[src/rtl/assert_macros.svh]
// assertion macros used by the top-level rtl file
`ifndef ASSERT_MACROS_SVH
`define ASSERT_MACROS_SVH

`ifndef SYNTH

`define SHF_ASSERT_IMP(lbl, clk, rstn, ante, cons) \
    lbl: assert property (@(posedge clk) disable iff (!rstn) (ante) |-> (cons)) \
        else $error("assertion failed");

`define SHF_ASSERT_NXT(lbl, clk, rstn, ante, cons) \
    lbl: assert property (@(posedge clk) disable iff (!rstn) (ante) |=> (cons)) \
        else $error("assertion failed");

`else

`define SHF_ASSERT_IMP(lbl, clk, rstn, ante, cons)

`define SHF_ASSERT_NXT(lbl, clk, rstn, ante, cons)

`endif

`endif

[src/rtl/shfsm_pkg.sv]
// types and constants of the handshake engine
package shfsm_pkg;

    localparam int unsigned ADDR_W = 4;
    localparam int unsigned DATA_W = 32;

    localparam logic [7:0]  CH_C          = 8'h43;
    localparam logic [7:0]  CH_A          = 8'h41;
    localparam logic [15:0] TIMEOUT_RESET = 16'd1000;

    localparam logic [1:0] REQ_TICK  = 2'd0;
    localparam logic [1:0] REQ_BYTE  = 2'd1;
    localparam logic [1:0] REQ_START = 2'd2;

    localparam logic [1:0] REG_ROLE    = 2'd0;
    localparam logic [1:0] REG_OWN     = 2'd1;
    localparam logic [1:0] REG_TIMEOUT = 2'd2;

    typedef struct packed {
        logic        role;
        logic [7:0]  own_value;
        logic [15:0] timeout_ticks;
    } cfg_t;

    typedef struct packed {
        logic       valid;
        logic       tx_valid;
        logic       two;
        logic [7:0] first_byte;
        logic [7:0] second_byte;
        logic       done_res;
        logic [7:0] partner_value;
    } res_t;

endpackage

[src/rtl/shfsm_in_if.sv]
// input channel: request words
interface shfsm_in_if;
    import shfsm_pkg::*;

    logic       valid;
    logic       ready;
    logic [1:0] req_type;
    logic [7:0] rx_byte;

    modport source (output valid, output req_type, output rx_byte, input ready);
    modport sink (input valid, input req_type, input rx_byte, output ready);
endinterface

[src/rtl/shfsm_out_if.sv]
// output channel: result words
interface shfsm_out_if;
    import shfsm_pkg::*;

    logic       valid;
    logic       ready;
    logic       tx_valid;
    logic [7:0] tx_byte;
    logic       done_res;
    logic [7:0] partner_value;
    logic       last;

    modport source (
        output valid, output tx_valid, output tx_byte, output done_res,
        output partner_value, output last, input ready
    );
    modport sink (
        input valid, input tx_valid, input tx_byte, input done_res,
        input partner_value, input last, output ready
    );
endinterface

[src/rtl/shfsm_cfg.sv]
// apb register block: role, own value and timeout
module shfsm_cfg (
    input  logic                        clk,
    input  logic                        rst_n,
    input  logic                        psel,
    input  logic                        penable,
    input  logic                        pwrite,
    input  logic [shfsm_pkg::ADDR_W-1:0] paddr,
    input  logic [shfsm_pkg::DATA_W-1:0] pwdata,
    output logic [shfsm_pkg::DATA_W-1:0] prdata,
    output logic                        pready,
    output shfsm_pkg::cfg_t             cfg
);
    import shfsm_pkg::*;

    logic        role_reg;
    logic [7:0]  own_reg;
    logic [15:0] timeout_reg;
    logic        wr_en;
    logic [1:0]  reg_idx;

    assign pready  = 1'b1;
    assign wr_en   = psel && penable && pwrite && pready;
    assign reg_idx = paddr[3:2];

    always_ff @(posedge clk or negedge rst_n)
    begin
        if (!rst_n)
        begin
            role_reg    <= 1'b0;
            own_reg     <= 8'd0;
            timeout_reg <= TIMEOUT_RESET;
        end
        else if (wr_en)
        begin
            unique case (reg_idx)
                REG_ROLE:    role_reg    <= pwdata[0];
                REG_OWN:     own_reg     <= pwdata[7:0];
                REG_TIMEOUT: timeout_reg <= pwdata[15:0];
                default:     ;
            endcase
        end
    end

    always_comb
    begin
        unique case (reg_idx)
            REG_ROLE:    prdata = {{(DATA_W-1){1'b0}}, role_reg};
            REG_OWN:     prdata = {{(DATA_W-8){1'b0}}, own_reg};
            REG_TIMEOUT: prdata = {{(DATA_W-16){1'b0}}, timeout_reg};
            default:     prdata = '0;
        endcase
    end

    assign cfg.role          = role_reg;
    assign cfg.own_value     = own_reg;
    assign cfg.timeout_ticks = timeout_reg;
endmodule

[src/rtl/shfsm_core.sv]
// input register and handshake state machine
module shfsm_core (
    input  logic            clk,
    input  logic            rst_n,
    shfsm_in_if.sink        in_word,
    input  shfsm_pkg::cfg_t cfg,
    input  logic            free,
    output shfsm_pkg::res_t res
);
    import shfsm_pkg::*;

    typedef enum logic [2:0] {
        PH_IDLE,
        PH_C_ACK,
        PH_C_VAL,
        PH_S_LIST,
        PH_S_VAL,
        PH_S_ACK,
        PH_DONE
    } phase_t;

    phase_t      phase_reg, phase_next;
    logic [15:0] wait_reg, wait_next, wait_inc;
    logic [7:0]  recv_reg, recv_next;
    logic        in_valid_reg;
    logic [1:0]  req_reg;
    logic [7:0]  rx_reg;
    logic        advance;
    logic        waiting;
    logic        tx_v;
    logic        two;
    logic [7:0]  first_byte;

    assign advance       = in_valid_reg && free;
    assign in_word.ready = !in_valid_reg || free;
    assign waiting       = (phase_reg != PH_IDLE) && (phase_reg != PH_DONE);
    assign wait_inc      = wait_reg + 16'd1;

    always_comb
    begin
        phase_next = phase_reg;
        wait_next  = wait_reg;
        recv_next  = recv_reg;
        tx_v       = 1'b0;
        two        = 1'b0;
        first_byte = 8'd0;
        unique case (req_reg)
            REQ_START:
            begin
                wait_next = 16'd0;
                if (cfg.role)
                begin
                    phase_next = PH_C_ACK;
                    tx_v       = 1'b1;
                    two        = 1'b1;
                    first_byte = CH_C;
                end
                else
                begin
                    phase_next = PH_S_LIST;
                end
            end
            REQ_BYTE:
            begin
                if (waiting)
                begin
                    wait_next = 16'd0;
                    unique case (phase_reg)
                        PH_C_ACK:
                        begin
                            if (rx_reg == CH_A)
                                phase_next = PH_C_VAL;
                        end
                        PH_C_VAL:
                        begin
                            recv_next  = rx_reg;
                            phase_next = PH_DONE;
                            tx_v       = 1'b1;
                            first_byte = CH_A;
                        end
                        PH_S_LIST:
                        begin
                            if (rx_reg == CH_C)
                                phase_next = PH_S_VAL;
                        end
                        PH_S_VAL:
                        begin
                            recv_next  = rx_reg;
                            phase_next = PH_S_ACK;
                            tx_v       = 1'b1;
                            two        = 1'b1;
                            first_byte = CH_A;
                        end
                        PH_S_ACK:
                        begin
                            if (rx_reg == CH_A)
                                phase_next = PH_DONE;
                        end
                        default: ;
                    endcase
                end
            end
            REQ_TICK:
            begin
                if (waiting)
                begin
                    wait_next = wait_inc;
                    if (wait_inc >= cfg.timeout_ticks)
                    begin
                        wait_next = 16'd0;
                        priority if (phase_reg == PH_C_ACK)
                        begin
                            tx_v       = 1'b1;
                            two        = 1'b1;
                            first_byte = CH_C;
                        end
                        else if (phase_reg == PH_C_VAL)
                        begin
                            phase_next = PH_C_ACK;
                        end
                        else
                        begin
                            phase_next = PH_S_LIST;
                        end
                    end
                end
            end
            default: ;
        endcase
    end

    assign res.valid         = in_valid_reg;
    assign res.tx_valid      = tx_v;
    assign res.two           = two;
    assign res.first_byte    = first_byte;
    assign res.second_byte   = cfg.own_value;
    assign res.done_res      = (phase_next == PH_DONE);
    assign res.partner_value = (phase_next == PH_DONE) ? recv_next : 8'd0;

    always_ff @(posedge clk or negedge rst_n)
    begin
        if (!rst_n)
        begin
            in_valid_reg <= 1'b0;
            phase_reg    <= PH_IDLE;
            wait_reg     <= 16'd0;
            recv_reg     <= 8'd0;
            req_reg      <= REQ_TICK;
            rx_reg       <= 8'd0;
        end
        else
        begin
            if (in_word.ready)
            begin
                in_valid_reg <= in_word.valid;
                req_reg      <= in_word.req_type;
                rx_reg       <= in_word.rx_byte;
            end
            if (advance)
            begin
                phase_reg <= phase_next;
                wait_reg  <= wait_next;
                recv_reg  <= recv_next;
            end
        end
    end
endmodule

[src/rtl/shfsm_out.sv]
// result register: sends one or two words per request
module shfsm_out (
    input  logic            clk,
    input  logic            rst_n,
    input  shfsm_pkg::res_t res,
    output logic            free,
    shfsm_out_if.source     out_word
);
    import shfsm_pkg::*;

    res_t res_reg;
    logic full_reg;
    logic idx_reg;
    logic take;
    logic word_last;

    assign word_last = idx_reg || !res_reg.two;
    assign take      = full_reg && out_word.ready;
    assign free      = !full_reg || (take && word_last);

    assign out_word.valid         = full_reg;
    assign out_word.tx_valid      = idx_reg ? 1'b1 : res_reg.tx_valid;
    assign out_word.tx_byte       = idx_reg ? res_reg.second_byte : res_reg.first_byte;
    assign out_word.done_res      = res_reg.done_res;
    assign out_word.partner_value = res_reg.partner_value;
    assign out_word.last          = word_last;

    always_ff @(posedge clk or negedge rst_n)
    begin
        if (!rst_n)
        begin
            full_reg <= 1'b0;
            idx_reg  <= 1'b0;
        end
        else if (free)
        begin
            full_reg <= res.valid;
            idx_reg  <= 1'b0;
            if (res.valid)
                res_reg <= res;
        end
        else if (take)
        begin
            idx_reg <= 1'b1;
        end
    end
endmodule

[src/rtl/serial_handshake_fsm_unit.sv]
// top level of the two-way byte exchange handshake engine
// A request word enters an input register, the state machine works on it combinationally and
// the words it produces go to a result register, from which a result is offered downstream.
// A request that produces one word leaves the result register when that word is taken; one
// that sends two bytes ('C' or 'A' then the own value) holds the single result register until
// its second word is taken. Requests are taken at one per cycle while the downstream side
// takes every word, and a new request waits while such a pair goes out. The result register
// and the input register keep taking requests while the downstream side stalls until both
// hold a word. Registers are written through the apb port.
`include "assert_macros.svh"

module serial_handshake_fsm_unit (
    input  logic                        clk,
    input  logic                        rst_n,
    shfsm_in_if.sink                    in_word,
    shfsm_out_if.source                 out_word,
    input  logic                        psel,
    input  logic                        penable,
    input  logic                        pwrite,
    input  logic [shfsm_pkg::ADDR_W-1:0] paddr,
    input  logic [shfsm_pkg::DATA_W-1:0] pwdata,
    output logic [shfsm_pkg::DATA_W-1:0] prdata,
    output logic                        pready
);
    import shfsm_pkg::*;

    cfg_t cfg;
    res_t core_res;
    logic free;

    shfsm_cfg u_cfg (
        .clk     (clk),
        .rst_n   (rst_n),
        .psel    (psel),
        .penable (penable),
        .pwrite  (pwrite),
        .paddr   (paddr),
        .pwdata  (pwdata),
        .prdata  (prdata),
        .pready  (pready),
        .cfg     (cfg)
    );

    shfsm_core u_core (
        .clk     (clk),
        .rst_n   (rst_n),
        .in_word (in_word),
        .cfg     (cfg),
        .free    (free),
        .res     (core_res)
    );

    shfsm_out u_out (
        .clk      (clk),
        .rst_n    (rst_n),
        .res      (core_res),
        .free     (free),
        .out_word (out_word)
    );

    // first of a pair always carries a byte
    `SHF_ASSERT_IMP(a_pair_tx, clk, rst_n, out_word.valid && !out_word.last, out_word.tx_valid)
    // second word of a pair follows at once
    `SHF_ASSERT_NXT(a_pair_next, clk, rst_n, out_word.valid && out_word.ready && !out_word.last,
                    out_word.valid && out_word.last && out_word.tx_valid)
    `SHF_ASSERT_IMP(a_partner_zero, clk, rst_n, out_word.valid && !out_word.done_res,
                    out_word.partner_value == 8'd0)
    // input only stalls behind a held request
    `SHF_ASSERT_IMP(a_in_stall, clk, rst_n, !in_word.ready, core_res.valid && !free)
endmodule

[src/flat_wrapper.sv]
// flat-port wrapper written by rule: the top's interface ports become plain ports
module serial_handshake_fsm_unit_flat import shfsm_pkg::*;
  (clk, rst_n, psel, penable, pwrite, paddr, pwdata, prdata, pready, in_word_valid, in_word_req_type, in_word_rx_byte, in_word_ready, out_word_valid, out_word_tx_valid, out_word_tx_byte, out_word_done_res, out_word_partner_value, out_word_last, out_word_ready);
  shfsm_in_if in_word_i ();
  shfsm_out_if out_word_i ();
  input  logic clk;
  input  logic rst_n;
  input  logic psel;
  input  logic penable;
  input  logic pwrite;
  input  logic [shfsm_pkg::ADDR_W-1:0] paddr;
  input  logic [shfsm_pkg::DATA_W-1:0] pwdata;
  output logic [shfsm_pkg::DATA_W-1:0] prdata;
  output logic pready;
  input wire logic [$bits(in_word_i.valid)-1:0] in_word_valid;
  input wire logic [$bits(in_word_i.req_type)-1:0] in_word_req_type;
  input wire logic [$bits(in_word_i.rx_byte)-1:0] in_word_rx_byte;
  output wire logic [$bits(in_word_i.ready)-1:0] in_word_ready;
  output wire logic [$bits(out_word_i.valid)-1:0] out_word_valid;
  output wire logic [$bits(out_word_i.tx_valid)-1:0] out_word_tx_valid;
  output wire logic [$bits(out_word_i.tx_byte)-1:0] out_word_tx_byte;
  output wire logic [$bits(out_word_i.done_res)-1:0] out_word_done_res;
  output wire logic [$bits(out_word_i.partner_value)-1:0] out_word_partner_value;
  output wire logic [$bits(out_word_i.last)-1:0] out_word_last;
  input wire logic [$bits(out_word_i.ready)-1:0] out_word_ready;
  assign in_word_i.valid = in_word_valid;
  assign in_word_i.req_type = in_word_req_type;
  assign in_word_i.rx_byte = in_word_rx_byte;
  assign in_word_ready = in_word_i.ready;
  assign out_word_valid = out_word_i.valid;
  assign out_word_tx_valid = out_word_i.tx_valid;
  assign out_word_tx_byte = out_word_i.tx_byte;
  assign out_word_done_res = out_word_i.done_res;
  assign out_word_partner_value = out_word_i.partner_value;
  assign out_word_last = out_word_i.last;
  assign out_word_i.ready = out_word_ready;
  serial_handshake_fsm_unit u_core (.clk(clk), .rst_n(rst_n), .in_word(in_word_i), .out_word(out_word_i), .psel(psel), .penable(penable), .pwrite(pwrite), .paddr(paddr), .pwdata(pwdata), .prdata(prdata), .pready(pready));
endmodule
[config.mk]
export PLATFORM = sky130hd
export DESIGN_NAME = serial_handshake_fsm_unit_flat
export DESIGN_NICKNAME = d
export VERILOG_FILES = /design/src/rtl/shfsm_pkg.sv /design/src/rtl/shfsm_in_if.sv /design/src/rtl/shfsm_out_if.sv /design/src/rtl/shfsm_cfg.sv /design/src/rtl/shfsm_core.sv /design/src/rtl/shfsm_out.sv /design/src/rtl/serial_handshake_fsm_unit.sv /design/src/flat_wrapper.sv
export VERILOG_INCLUDE_DIRS = /design/src /design/src/rtl
export SDC_FILE = /design/constraint.sdc
export NUM_CORES = 1
export LEC_CHECK = 0
export ABC_AREA = 1
export BUFFER_PORTS_ARGS = -buffer_cell sky130_fd_sc_hd__buf_2
export CAP_MARGIN = 20
export CORE_UTILIZATION = 60
export DETAILED_ROUTE_END_ITERATION = 10
export HOLD_SLACK_MARGIN = 0.15
export PLACE_DENSITY = 0.94
export SYNTH_ARGS = -nofsm -noshare
export SYNTH_HDL_FRONTEND = slang
export SYNTH_HIERARCHICAL = 1
export SYNTH_SLANG_ARGS = --single-unit
export TNS_END_PERCENT = 5
[constraint.sdc]
create_clock -name clk -period 4.96 [get_ports clk]
set_input_delay 0.992 -clock clk [delete_from_list [all_inputs] [get_ports clk]]
set_output_delay 0.992 -clock clk [all_outputs]
set_load 0.02 [all_outputs]
==> impl_metrics.toml <==
[status]
status = "finished, final reports clean"

[detailed_routing]
wl_per_cell_um = 13.25
vias_per_cell = 5.100
drt-initial-drc-count = 225
num_vias = 4095
first_pass_iters = 5
drc = 0
drtAntennaViolNets = 0
wirelength_um = 10640

[floorplan]
core_area_um2 = 8721
rows = 34
io_pins = 107
die_w_um = 96.84
die_area_um2 = 9377
start_util_pct = 61.88
die_h_um = 96.84

[sta]
slew_headroom_pct = 46.18
tightest_slew_ns = 0.8073
worst_slack_ns = 1.557
rsz0062_at_grt = "false"
period_needed_ns = 3.404
finClkSkew_ns = 0.01484
finalSetupViolCount = 0
min_period_over_period_pct = 68.62
fmax_ghz = 0.2938
finalMaxSlewViolations = 0
finalHoldViolCount = 0
fin_setup_tns_ns = 0

[synth]
synth_xor_area_share_pct = 1.298
synthCells = 642
ys_ff_latch = 92
synth_top_family_by_area = "simple AND/OR/NAND/NOR gates"
avgSynthCellArea_um2 = 8.406
synth-simple-area-share_pct = 26.22
syn_area_um2 = 5396
synth_largest_area_cell = "dfrtp_1"
synth_top_area_share_pct = 27.36
synthAdderAreaFrac_pct = 4.869
synth_warnings = 6
synth_area_leaders = "dfrtp_1 (27%), nand2_1 (15%), edfxtp_1 (15%)"
ys_types = 40
synth_compound_area_share_pct = 8.138
synthMuxAreaShare_pct = 0
ys_seq_area_share_pct = 45.30

[global_routing]
grt_pass1_vias = 3941
grt_max_degree = 66
met1_usage_pct = 28.97
busiest_layer = "met2"
grtUsageTotal_pct = 23.63
grtUsageMet2_pct = 41.12
grt_pass1_wl_um = 17710
antenna_found_initial = 0
grt_util_met3_pct = 4.046
overflow = 0

[clock_tree]
cts_buffers = 9
hold_buffers = 0
cts.sinks = 92
cts_root_buf = "clkbuf_8"
cts-resized-gates = 0
cts_tree = "done"
cts.clk_slew.worst_paths_ns = 0.10
post_cts.repair.setup_buffers = 0
cts_buffer_depth = 2
insertion_delay_ns = 0.38
htreeDepth = 3

[setup_path]
worstSetupEndpointType = "register"
worst_ep_required_time_ns = 5.25
worst_setup_path_start_kind = "register"
worstPathArrival_ns = 3.70
critPathKind = "register to register"
reg2reg_slack_ns = 1.56
path_max_fanout = 12

[layout]
antenna_cells = 0
drive_gt1_share_pct = 23.02
final_cell_area_um2 = 5768
fin_nets = 764
largest_reg_flops = 18
layout_commonest_cell = "nand2_1"
final_cell_mix = "nand2_1 (220), inv_1 (79), buf_2 (71)"
fillers = 694
syn_to_final_growth_pct = 6.886

[job]
cap_violations = 0

[place]
post-dp-hpwl_um = 7919
placed_area_um2 = 5569
pre_cts_slack_ns = 1.624
io_buffers = 71
gp_congestion = 0.9053

[worst_hold_path]
min_path_type = "register to register"

[pwr]
powerDensity_nw_per_um2 = 405.0
vdd.ir_drop.worst_mv = 0.2108
p_leak_uw = 0.003047
==> where the power goes <==
part	leakage, uW	switching, uW	internal [uW]	total (uW)
sequential	0.00108	114	934	1050
combinational	0.00187	517	251	767
clock	0.0000992	282	240	522
total	0.00305	912	1420	2340
==> logic make-up (layout without fill, tap and decap cells) <==
group           after synthesis  count (layout)
buf+inv                     146             180
xor+xnor                      8               8
simple gates                303             303
flops                        92              92
fa+ha+maj                    21              21
other cells                   3              22
compound gates               69              69
==> synth_stat cells <==
master,n
nand2_4,5
buf_4,44
or2_1,1
o21ai_1,15
clkbuf_1,5
nor2b_1,1
nor3_2,9
inv_1,79
nand2_1,220
conb_1,3
nand2_2,7
buf_2,2
a22o_1,1
nand4_1,3
edfxtp_1,27
nand4_4,1
inv_6,1
nand3_2,6
or2_2,2
nand3_1,7
o41ai_1,1
a21oi_2,2
buf_6,4
inv_2,10
nor2_1,31
o21ai_2,3
dfstp_2,6
o22ai_2,8
o21ai_0,19
xor2_1,8
inv_4,1
nor2_4,3
nand3_4,1
a21oi_1,19
a22oi_2,1
nand4_2,1
ha_1,21
dfrtp_1,59
nor2_2,3
nor2_8,2
==> worst paths after layout <==
check / startpoint / cells after the start / endpoint
worst max-delay path: u_core/u_core/wait_reg[0]$_DFFE_PN0P_ / 18 / u_core/u_core/wait_reg[15]$_DFFE_PN0P_
worst min-delay path: u_core/u_cfg/timeout_reg[3]$_DFFE_PN1P_ / 2 / u_core/u_cfg/timeout_reg[3]$_DFFE_PN1P_
worst max register to register: u_core/u_core/wait_reg[0]$_DFFE_PN0P_ / 18 / u_core/u_core/wait_reg[15]$_DFFE_PN0P_
worst min register to register: u_core/u_cfg/timeout_reg[3]$_DFFE_PN1P_ / 2 / u_core/u_cfg/timeout_reg[3]$_DFFE_PN1P_
max in group asynchronous: rst_n / 2 / u_core/u_cfg/own_reg[6]$_DFFE_PN0P_
min in group asynchronous: rst_n / 2 / u_core/u_core/wait_reg[10]$_DFFE_PN0P_
==> per-stage QoR <==
| stage | util [%] | hold WS, ns | power [uW] | std cells |
|---|---|---|---|---|
| global placement | 63.86 | 0.4626 | 1763 | 787 |
| detailed placement | 63.86 | 0.4650 | 1819 | 787 |
| floorplan | - | 0.4489 | 1664 | 661 |
| global route | 66.14 | 0.4994 | 2490 | 803 |
| CTS | 66.14 | 0.4792 | 2341 | 803 |
| finish | 66.14 | 0.4779 | 2336 | 803 |
==> per-layer routing <==
layer | vias to the layer above | wire length [um]
met2 | 135 | 5453
met4 | 0 | 252
met5 | - | 0
li1 | 2028 | -
met3 | 23 | 446
met1 | 1909 | 4488
==> worst max-delay path, cell delays in order (launching register included) <==
cell and delay (ns):
dfrtp_1 0.47, ha_1 0.23, nand3_1 0.13, nor3_2 0.20, nand4_2 0.15, nor2_2 0.21, nand2_1 0.09, xor2_1 0.19
inv_1 0.06, ha_1 0.29, nand2_1 0.06, o21ai_0 0.08, nor2_1 0.20, nand2_1 0.15, inv_1 0.10, nand3_2 0.31
inv_2 0.23, nand2_1 0.08, o21ai_1 0.09
==> cell type report <==
type | instances | area (um^2) | share of cell area (%)
flip-flops and latches | 92 | 2445 | 42.39
multi-input cells | 423 | 2270 | 39.35
repair buffers | 73 | 370.4 | 6.421
inverters | 91 | 349.1 | 6.052
well taps | 108 | 135.1 | 2.343
clock buffers | 10 | 127.6 | 2.213
clock inverters | 6 | 71.32 | 1.236
Power figures use the tool's default switching activity.
